File: src/b64d_pkg.sv
// shared types, constants and helpers for the base64 stream decoder
`default_nettype none

package b64d_pkg;

  localparam int unsigned CharW   = 8;
  localparam int unsigned SextetW = 6;
  localparam int unsigned WordW   = 24;
  localparam int unsigned HeldW   = 18;
  localparam int unsigned QDepth  = 2;
  localparam int unsigned QPtrW   = $clog2(QDepth);
  localparam int unsigned QCntW   = $clog2(QDepth + 1);

  localparam logic [7:0] ChUpperA = 8'h41;
  localparam logic [7:0] ChUpperZ = 8'h5A;
  localparam logic [7:0] ChLowerA = 8'h61;
  localparam logic [7:0] ChLowerZ = 8'h7A;
  localparam logic [7:0] ChDigit0 = 8'h30;
  localparam logic [7:0] ChDigit9 = 8'h39;
  localparam logic [7:0] ChPlus   = 8'h2B;
  localparam logic [7:0] ChSlash  = 8'h2F;

  localparam logic [5:0] LowerBase = 6'd26;
  localparam logic [5:0] DigitBase = 6'd52;
  localparam logic [5:0] PlusCode  = 6'd62;
  localparam logic [5:0] SlashCode = 6'd63;

  typedef struct packed {
    logic         hit;
    logic [5:0]   sextet;
  } sextet_t;

  // one decoded group handed from front to back
  typedef struct packed {
    logic [WordW-1:0] word;
    logic [1:0]       nbytes;
    logic             eot;
  } job_t;

  typedef struct packed {
    logic [7:0] data;
    logic       byte_valid;
    logic       eot;
    logic       last;
  } beat_t;

  function automatic sextet_t map_char(input logic [CharW-1:0] c);
    sextet_t    r;
    logic [7:0] t;
    r.hit    = 1'b1;
    r.sextet = '0;
    t        = '0;
    if (c >= ChUpperA && c <= ChUpperZ) begin
      t        = c - ChUpperA;
      r.sextet = t[5:0];
    end else if (c >= ChLowerA && c <= ChLowerZ) begin
      t        = c - ChLowerA;
      r.sextet = t[5:0] + LowerBase;
    end else if (c >= ChDigit0 && c <= ChDigit9) begin
      t        = c - ChDigit0;
      r.sextet = t[5:0] + DigitBase;
    end else if (c == ChPlus) begin
      r.sextet = PlusCode;
    end else if (c == ChSlash) begin
      r.sextet = SlashCode;
    end else begin
      r.hit = 1'b0;
    end
    return r;
  endfunction

  function automatic beat_t make_beat(input job_t j, input logic [1:0] idx);
    beat_t b;
    b.eot = j.eot;
    if (j.nbytes == 2'd0) begin
      b.data       = '0;
      b.byte_valid = 1'b0;
      b.last       = 1'b1;
    end else begin
      b.byte_valid = 1'b1;
      b.last       = (idx == (j.nbytes - 2'd1));
      case (idx)
        2'd0:    b.data = j.word[23:16];
        2'd1:    b.data = j.word[15:8];
        default: b.data = j.word[7:0];
      endcase
    end
    return b;
  endfunction

endpackage

`default_nettype wire

File: src/base64_stream_decoder.sv
// top level of the streaming base64 decoder
//
// input stream: one text character per beat on s_axis; characters of the
// standard alphabet are collected four at a time, any other byte ends the text
// output stream: one decoded byte per beat on m_axis; tuser carries
// byte_valid and end_of_text, tlast marks the final beat caused by one input
// a full group of four characters gives three beats, an end character gives
// one or two byte beats, or a single empty beat when no bytes are pending
// the first beat of a group passes through the job queue and the output
// register after the character that completes it is taken
// throughput: one character per cycle; s_axis_tready drops only when the
// two-entry job queue is full, which the three-beat burst of a group and the
// one-beat-per-cycle output register set
// reset clears the held characters, the queue and the output register
// when the receiver stalls the output beat holds, the queue fills and then
// the input is stalled in turn
`default_nettype none

module base64_stream_decoder
  import b64d_pkg::*;
(
  input  wire logic       clk_i,
  input  wire logic       rst_ni,
  input  wire logic       s_axis_tvalid,
  output logic            s_axis_tready,
  input  wire logic [7:0] s_axis_tdata,   // char_in
  output logic            m_axis_tvalid,
  input  wire logic       m_axis_tready,
  output logic [7:0]      m_axis_tdata,   // data_byte
  output logic [1:0]      m_axis_tuser,   // end_of_text, byte_valid
  output logic            m_axis_tlast    // last
);

  logic  q_full, push, pop, head_valid;
  job_t  job, head;
  beat_t beat;

  b64d_front u_front (
    .clk_i    (clk_i),
    .rst_ni   (rst_ni),
    .valid_i  (s_axis_tvalid),
    .ready_o  (s_axis_tready),
    .char_i   (s_axis_tdata),
    .q_full_i (q_full),
    .push_o   (push),
    .job_o    (job)
  );

  b64d_fifo u_fifo (
    .clk_i        (clk_i),
    .rst_ni       (rst_ni),
    .push_i       (push),
    .job_i        (job),
    .full_o       (q_full),
    .pop_i        (pop),
    .head_valid_o (head_valid),
    .head_o       (head)
  );

  b64d_back u_back (
    .clk_i        (clk_i),
    .rst_ni       (rst_ni),
    .head_valid_i (head_valid),
    .head_i       (head),
    .pop_o        (pop),
    .valid_o      (m_axis_tvalid),
    .ready_i      (m_axis_tready),
    .beat_o       (beat)
  );

  assign m_axis_tdata = beat.data;
  assign m_axis_tuser = {beat.eot, beat.byte_valid};
  assign m_axis_tlast = beat.last;

endmodule

`default_nettype wire

File: src/b64d_front.sv
// front end: character classification and sextet accumulation
`default_nettype none

module b64d_front
  import b64d_pkg::*;
(
  input  wire logic             clk_i,
  input  wire logic             rst_ni,
  input  wire logic             valid_i,
  output logic                  ready_o,
  input  wire logic [CharW-1:0] char_i,
  input  wire logic             q_full_i,
  output logic                  push_o,
  output job_t                  job_o
);

  logic [HeldW-1:0] held_q, held_d;
  logic [1:0]       cnt_q, cnt_d;
  sextet_t          sx;
  logic             accept;

  assign ready_o = !q_full_i;
  assign accept  = valid_i && ready_o;
  assign sx      = map_char(char_i);

  always_comb begin
    held_d      = held_q;
    cnt_d       = cnt_q;
    push_o      = 1'b0;
    job_o.word  = '0;
    job_o.nbytes = 2'd0;
    job_o.eot   = 1'b0;
    if (sx.hit) begin
      job_o.word   = {held_q, sx.sextet};
      job_o.nbytes = 2'd3;
    end else begin
      job_o.eot = 1'b1;
      case (cnt_q)
        2'd2: begin
          job_o.word   = {held_q[11:0], 12'd0};
          job_o.nbytes = 2'd1;
        end
        2'd3: begin
          job_o.word   = {held_q, 6'd0};
          job_o.nbytes = 2'd2;
        end
        default: begin
          job_o.word   = '0;
          job_o.nbytes = 2'd0;
        end
      endcase
    end
    if (accept) begin
      if (sx.hit && cnt_q != 2'd3) begin
        held_d = {held_q[HeldW-SextetW-1:0], sx.sextet};
        cnt_d  = cnt_q + 2'd1;
      end else begin
        push_o = 1'b1;
        held_d = '0;
        cnt_d  = 2'd0;
      end
    end
  end

  always_ff @(posedge clk_i or negedge rst_ni) begin
    if (!rst_ni) begin
      held_q <= '0;
      cnt_q  <= 2'd0;
    end else begin
      held_q <= held_d;
      cnt_q  <= cnt_d;
    end
  end

endmodule

`default_nettype wire

File: src/b64d_fifo.sv
// short job queue between front and back
`default_nettype none

module b64d_fifo
  import b64d_pkg::*;
(
  input  wire logic clk_i,
  input  wire logic rst_ni,
  input  wire logic push_i,
  input  wire job_t job_i,
  output logic      full_o,
  input  wire logic pop_i,
  output logic      head_valid_o,
  output job_t      head_o
);

  job_t             mem_q [QDepth];
  logic [QPtrW-1:0] wr_q, rd_q;
  logic [QCntW-1:0] cnt_q;

  assign full_o       = (cnt_q == QCntW'(QDepth));
  assign head_valid_o = (cnt_q != '0);
  assign head_o       = mem_q[rd_q];

  always_ff @(posedge clk_i) begin
    if (push_i) begin
      mem_q[wr_q] <= job_i;
    end
  end

  always_ff @(posedge clk_i or negedge rst_ni) begin
    if (!rst_ni) begin
      wr_q  <= '0;
      rd_q  <= '0;
      cnt_q <= '0;
    end else begin
      if (push_i) begin
        wr_q <= (wr_q == QPtrW'(QDepth - 1)) ? '0 : wr_q + QPtrW'(1);
      end
      if (pop_i) begin
        rd_q <= (rd_q == QPtrW'(QDepth - 1)) ? '0 : rd_q + QPtrW'(1);
      end
      case ({push_i, pop_i})
        2'b10:   cnt_q <= cnt_q + QCntW'(1);
        2'b01:   cnt_q <= cnt_q - QCntW'(1);
        default: cnt_q <= cnt_q;
      endcase
    end
  end

endmodule

`default_nettype wire

File: src/b64d_back.sv
// back end: splits each job into output beats behind an output register
`default_nettype none

module b64d_back
  import b64d_pkg::*;
(
  input  wire logic clk_i,
  input  wire logic rst_ni,
  input  wire logic head_valid_i,
  input  wire job_t head_i,
  output logic      pop_o,
  output logic      valid_o,
  input  wire logic ready_i,
  output beat_t     beat_o
);

  job_t       job_q, job_d;
  logic [1:0] idx_q, idx_d;
  logic       busy_q, busy_d;
  logic       out_q, out_d;
  beat_t      beat_q, beat_d;
  logic       out_free;
  logic       emit;
  job_t       src;
  logic [1:0] src_idx;
  beat_t      nb;

  assign out_free = !out_q || ready_i;
  assign src      = busy_q ? job_q : head_i;
  assign src_idx  = busy_q ? idx_q : 2'd0;
  assign nb       = make_beat(src, src_idx);
  assign emit     = out_free && (busy_q || head_valid_i);
  assign pop_o    = out_free && !busy_q && head_valid_i;
  assign valid_o  = out_q;
  assign beat_o   = beat_q;

  always_comb begin
    job_d  = job_q;
    idx_d  = idx_q;
    busy_d = busy_q;
    out_d  = out_q;
    beat_d = beat_q;
    if (out_free) begin
      out_d = emit;
    end
    if (emit) begin
      beat_d = nb;
      job_d  = src;
      idx_d  = src_idx + 2'd1;
      busy_d = !nb.last;
    end
  end

  always_ff @(posedge clk_i) begin
    job_q  <= job_d;
    idx_q  <= idx_d;
    beat_q <= beat_d;
  end

  always_ff @(posedge clk_i or negedge rst_ni) begin
    if (!rst_ni) begin
      busy_q <= 1'b0;
      out_q  <= 1'b0;
    end else begin
      busy_q <= busy_d;
      out_q  <= out_d;
    end
  end

endmodule

`default_nettype wire

File: config.mk
export PLATFORM = sky130hd
export DESIGN_NAME = base64_stream_decoder
export DESIGN_NICKNAME = d
export VERILOG_FILES = /design/src/b64d_pkg.sv /design/src/base64_stream_decoder.sv /design/src/b64d_front.sv /design/src/b64d_fifo.sv /design/src/b64d_back.sv
export SDC_FILE = /design/constraint.sdc
export NUM_CORES = 1
export LEC_CHECK = 0
export ABC_AREA = 0
export ABC_CLOCK_PERIOD_IN_PS = 3400
export BUFFER_PORTS_ARGS = -buffer_cell sky130_fd_sc_hd__clkbuf_2
export CAP_MARGIN = 5
export CORE_ASPECT_RATIO = 1.2
export CORE_MARGIN = 2
export CORE_UTILIZATION = 40
export DETAILED_ROUTE_END_ITERATION = 7
export PLACE_DENSITY = 0.62
export SLEW_MARGIN = 10
export SYNTH_ARGS = -nofsm -noshare
export SYNTH_HDL_FRONTEND = slang
export SYNTH_SLANG_ARGS = --single-unit
File: constraint.sdc
create_clock -name clk_i -period 3.4 [get_ports clk_i]
set_clock_uncertainty 0.15 [all_clocks]
set_input_delay 0.17 -clock clk_i [delete_from_list [all_inputs] [get_ports clk_i]]
set_output_delay 0.17 -clock clk_i [all_outputs]
set_load 0.005 [all_outputs]
==> results of run 1 <==
-- through the flow --
step	setup slack (ps)	cells	hold slack, ps	power, uW	utilization [%]
after global routing	633.1	606	162.3	5732	47.29
after detailed placement	403.3	572	75.78	3798	42.79
final	832.0	606	138.4	5425	47.29
after floorplan	130.9	397	-275.6	3364	-
after CTS	832.5	606	124.9	5482	47.29
after global placement	516.7	572	77.06	3758	42.79
-- metal layers --
| metal | vias up | global-route usage [%] | wire (um) |
|---|---|---|---|
| li1 | 1552 | - | - |
| met1 | 1515 | 18.34 | 4353 |
| met2 | 70 | 23.31 | 4610 |
| met3 | 9 | 4.762 | 360 |
| met4 | 0 | 5.361 | 126 |
| met5 | - | 0 | 0 |
-- final cells by class --
type,count,share of cell area (%)
multi-input cells,239,27.80
clock inverters,11,1.069
clock buffers,21,8.125
well taps,168,3.387
repair buffers,35,3.347
inverters,13,0.7863
flip-flops and latches,119,55.48
-- cell families after synthesis --
family,after synthesis,share of synthesized area [%]
compound gates,90,12.74
fa+ha+maj,16,3.754
simple gates,94,8.447
buf+inv,39,3.308
mux,30,5.702
flops,119,64.57
xor+xnor,9,1.478
-- power breakdown --
| part | total, uW | switching [uW] | internal [uW] | leakage [uW] |
|---|---|---|---|---|
| Clock | 1670 | 617 | 1050 | 0.000284 |
| Combinational | 1400 | 873 | 525 | 0.000918 |
| Sequential | 2360 | 182 | 2170 | 0.00124 |
| Total | 5430 | 1670 | 3750 | 0.00244 |
-- sequential cells by signal, summed over array words and instances (netlist names) --
name	cells
u_back.busy_q	1
u_fifo.rd_q	1
u_fifo.mem_q	54
u_back.beat_o	10
u_front.cnt_q	2
u_back.valid_o	1
u_front.held_q	18
u_back.job_q	27
u_fifo.wr_q	1
u_back.idx_q	2
u_fifo.cnt_q	2
-- path summary, 6_finish.rpt --
kind                                         start                 end  slack (ps)  depth (start not counted)
worst min-delay path                 s_axis_tvalid    u_front.cnt_q[1]         140                          5
worst max register to register         u_fifo.rd_q       u_back.busy_q        1090                          8
max in group asynchronous                   rst_ni   u_front.held_q[4]        2510                          2
worst min register to register  u_front.held_q[15]  u_front.held_q[15]         360                          1
worst max-delay path               s_axis_tdata[2]  u_fifo.mem_q[0][6]         830                         11
min in group asynchronous                   rst_ni         u_fifo.wr_q         170                          2
-- worst max-delay path, cell delays in order --
cell and delay (ps):
clkbuf_2 150, clkinv_1 220, ha_1 330, nand2_1 80, o21ai_0 60, and3_1 270, nor3_4 430, o21bai_1 150
buf_4 170, nor2_2 70, buf_4 340
-- placed cells by master, fill, tap and decap left out, types with 3 or more instances in the layout --
cell	count
edfxtp_1	93
nand2_1	37
a22o_1	30
o21ai_0	29
mux2i_1	27
dfrtp_1	26
clkbuf_2	24
clkbuf_16	20
nor2_1	16
ha_1	16
nor3_1	13
inv_1	11
buf_4	9
a21oi_1	8
a222oi_1	8
nand2b_1	7
and2_1	7
xnor2_1	6
clkinv_2	6
mux2_2	3
nor2b_1	3
nand3_1	3
xor2_1	3
==> impl_metrics.json, run 1 <==
{
  "max_freq_mhz": 389.4,
  "synth.avg_cell_area_um2": 13.43,
  "io_buffers": 24,
  "worstPathArrival_ps": 2490,
  "io_pins": 25,
  "clockBufferDepth": 2,
  "antenna_found_initial": 0,
  "clk_pin_slew_worst_paths_ps": 50,
  "synth_edf_count": 93,
  "n_fill_cell": 1139,
  "antenna_left": 0,
  "layout-drive-gt1-share_pct": 17.58,
  "peakVddDrop_v": 0.0003787,
  "synthDistinctLibCells": 44,
  "yosys_warnings": 0,
  "synth_ff_type": "edfxtp_1",
  "synthTopCellsByArea": "edfxtp_1, dfrtp_1, mux2i_1",
  "grt_max_degree": 57,
  "gp_congestion": 0.8386,
  "dieArea_um2": 14270,
  "crit_type": "in -> reg",
  "worst_slew_pin_slew_ps": 1035,
  "yosysTopAreaCell": "edfxtp_1",
  "syn_nets": 425,
  "syn_area_um2": 5333,
  "wire_per_inst_um": 15.60,
  "cts_root_buf": "clkbuf_16",
  "drc": 0,
  "gr-total-overflow": 0,
  "place.detailed.hpwl_um": 6362,
  "cts_tree": "done",
  "end_kind": "flip-flop",
  "status": "complete, no violations",
  "post_cts_resized": 0,
  "fp.coreArea_um2": 13120,
  "ff_latch_area_um2": 3443,
  "diodes": 0,
  "viasPerCell": 5.191,
  "cts.sinks": 119,
  "grt_pass1_wl_um": 15570,
  "finalHoldViolCount": 0,
  "synth-seq-area-share_pct": 64.57,
  "min_period_ps": 2568,
  "power_density_nw_per_um2": 874.2,
  "tns_ps": 0,
  "synth_seq_cells": 119,
  "async_reset_ff_share_pct": 21.85,
  "cts_made_buffers": 17,
  "die_h_um": 130.5,
  "via_count": 3146,
  "post-cts-setup-buffers": 0,
  "critPathLaunchType": "input port",
  "fin_nets": 453,
  "drt_iter0_drc": 205,
  "slew_headroom_pct": 30.87,
  "die_w_um": 109.4,
  "setup_viol": 0,
  "synthesis.instances": 397,
  "placed_cell_area_um2": 5615,
  "synth.most_common_cell": "edfxtp_1",
  "stdcell_area_um2": 6206,
  "grt.total_usage_pct": 14.50,
  "start_util_pct": 40.64,
  "multiInputGateArea_um2": 1725,
  "timing.final.crit_share_pct": 75.53,
  "finalWirelength_um": 9451,
  "worstSkewPairLatency_ps": 410,
  "syn_to_final_growth_pct": 16.38,
  "p_leak_uw": 0.002440,
  "dr.pass1.iters": 7,
  "ys_top_cells_by_count": "edfxtp_1, nand2_1, a22o_1, o21ai_0, mux2i_1",
  "min-delay-path-class": "in -> reg",
  "rsz0062_at_grt": "false",
  "cts_hold_buf": 2,
  "slew_violations": 0,
  "cp_max_fo": 27,
  "htreeDepth": 4,
  "first_global_vias": 3032,
  "synth_top_area_share_pct": 52.37,
  "drv_cap": 0,
  "critPathRequiredTime_ps": 3320,
  "rows": 46
}
Power figures use the tool's default switching activity.
==> inputs of run 2 (changes only) <==
--- a/config.mk
+++ b/config.mk
@@ -6,7 +6,7 @@
 export NUM_CORES = 1
 export LEC_CHECK = 0
 export ABC_AREA = 0
-export ABC_CLOCK_PERIOD_IN_PS = 3400
+export ABC_CLOCK_PERIOD_IN_PS = 2100
 export BUFFER_PORTS_ARGS = -buffer_cell sky130_fd_sc_hd__clkbuf_2
 export CAP_MARGIN = 5
 export CORE_ASPECT_RATIO = 1.2
==> constraint.sdc (replaced) <==
create_clock -name clk_i -period 2.1 [get_ports clk_i]
set_clock_uncertainty 0.15 [all_clocks]
set_input_delay 0.105 -clock clk_i [delete_from_list [all_inputs] [get_ports clk_i]]
set_output_delay 0.105 -clock clk_i [all_outputs]
set_load 0.005 [all_outputs]
==> run 2 against run 1 <==
Sequential share of layout area down 3.9 points. Global-route usage rose by 0.91 points. Via count increased by 5.5%. Flip-flop and latch count unchanged. Core utilization increased by 3.6 points. Clock-buffer cell count rose by 2. Critical path depth fell by 4. Die area did not move. Setup slack lost 730 ps. Sequential power rose by 62%. Register-to-register slack got worse by 990 ps. Critical endpoint is now u_back.busy_q. Largest power group unchanged. Highest routed layer unchanged.
==> impl_metrics.json, run 2 (synthesized netlist as in run 1, its figures left out) <==
{
  "grt_max_degree": 43,
  "wire_per_inst_um": 16.02,
  "gr-total-overflow": 0,
  "multiInputGateArea_um2": 1832,
  "drc": 0,
  "rows": 46,
  "finalHoldViolCount": 0,
  "top_register": "u_fifo.mem_q",
  "worst_slew_pin_slew_ps": 759.4,
  "min_period_ps": 1996,
  "die_w_um": 109.4,
  "fin_nets": 485,
  "finalHoldWorstSlack_ps": 105.3,
  "fp.coreArea_um2": 13120,
  "worstPathArrival_ps": 2160,
  "total_power_uw": 9571,
  "placed_cell_area_um2": 5977,
  "ff_latch_area_um2": 3446,
  "drv_cap": 0,
  "clockBufferDepth": 2,
  "max_freq_mhz": 501.1,
  "final_core_util_pct": 50.92,
  "slew_headroom_pct": 48.99,
  "io_buffers": 24,
  "cts_made_buffers": 17,
  "timing.final.crit_share_pct": 95.03,
  "p_leak_uw": 0.002645,
  "cp_max_fo": 19,
  "layout-drive-gt1-share_pct": 25.74,
  "min-delay-path-class": "in -> reg",
  "place.detailed.hpwl_um": 7051,
  "cts.sinks": 119,
  "finalWirelength_um": 10220,
  "cts_tree": "done",
  "peakVddDrop_v": 0.0007114,
  "dieArea_um2": 14270,
  "slew_violations": 0,
  "setup_viol": 0,
  "antenna_left": 0,
  "cts_root_buf": "clkbuf_16",
  "critPathLaunchType": "flip-flop",
  "grt.total_usage_pct": 15.41,
  "top_regs": "u_fifo.mem_q (54), u_back.job_q (27), u_front.held_q (18)",
  "crit_type": "reg -> reg",
  "n_fill_cell": 1138,
  "syn_to_final_growth_pct": 25.29,
  "largest_reg_flops": 54,
  "io_pins": 25,
  "first_global_vias": 3243,
  "diodes": 0,
  "clk_pin_slew_worst_paths_ps": 50,
  "layout_common_cells": "edfxtp_1, nand2_1, buf_4",
  "critPathRequiredTime_ps": 2270,
  "antenna_found_initial": 0,
  "end_kind": "flip-flop",
  "gp_congestion": 0.8175,
  "post-cts-setup-buffers": 0,
  "rsz0062_at_grt": "false",
  "die_h_um": 130.5,
  "start_util_pct": 40.64,
  "viasPerCell": 5.204,
  "final_common_cell": "edfxtp_1",
  "tns_ps": 0,
  "dr.pass1.iters": 8,
  "status": "complete, no violations",
  "power_density_nw_per_um2": 1432,
  "htreeDepth": 4,
  "worstSkewPairLatency_ps": 400,
  "via_count": 3320,
  "drt_iter0_drc": 238,
  "stdcell_area_um2": 6681,
  "grt_pass1_wl_um": 16510
}
[run 2: changes by cell type in the layout (fill, tap and decap cells not counted), sizes merged]
cell	delta
buf	+30
bufinv	+4
clkbuf	+2
clkinv	-3
clkinvlp	-1
dlygate4sd3	+1
inv	-2
nor2	+1
[run 2: what timing repair did]
item | in CTS | in global routing
endpoints found under the hold margin | 29 | 0
setup endpoints to repair | 38 | 48
gates resized for setup | 0 | 8
pin swaps | 1 | 1
cloned | 0 | 1
hold buffers | 3 | 0
[run 2: critical path, cell delays in order (launching register included)]
cell     delay (ps)
dfrtp_2         430
buf_12          170
mux2i_2         160
o21a_1          190
ha_1            290
xnor2_1         130
a31o_2          220
o31ai_2         160
[run 2: path summary, 6_finish.rpt]
kind,cells after the start,start,slack (ps),end
min,3,s_axis_tdata[0],110,u_fifo.mem_q[0][3]
max reg2reg,7,u_fifo.rd_q,100,u_back.busy_q
min in group asynchronous,2,rst_ni,120,u_front.held_q[13]
max,7,u_fifo.rd_q,100,u_back.busy_q
max in group asynchronous,2,rst_ni,1180,u_fifo.rd_q
min reg2reg,1,u_front.held_q[16],360,u_front.held_q[16]
[run 2: area by class of cell]
cell class,instances,area share [%]
repair buffers,66,7.434
inverters,13,0.8240
clock inverters,9,2.154
multi-input cells,240,27.42
clock buffers,23,7.453
flip-flops and latches,119,51.57
well taps,168,3.146
[run 2: routing by layer]
layer  vias up  part of all wire [%]  GRT usage [%]
li1       1616                     -              -
met1      1621                    42          18.06
met2        74                    53          26.65
met3         9                   3.7          4.911
met4         0                   1.4          5.287
met5         -                     0              0
[run 2: per-stage QoR]
step	cells	setup WS, ps
global placement	602	-107.4
global route	638	0.5511
finish	638	104.4
floorplan	397	-225.4
detailed placement	602	-142.7
CTS	637	6.346
[run 2: where the power goes]
part / total, uW / switching [uW] / internal [uW]
Combinational: 2660 / 1550 / 1110
Sequential: 3830 / 306 / 3520
Clock: 3080 / 956 / 2130
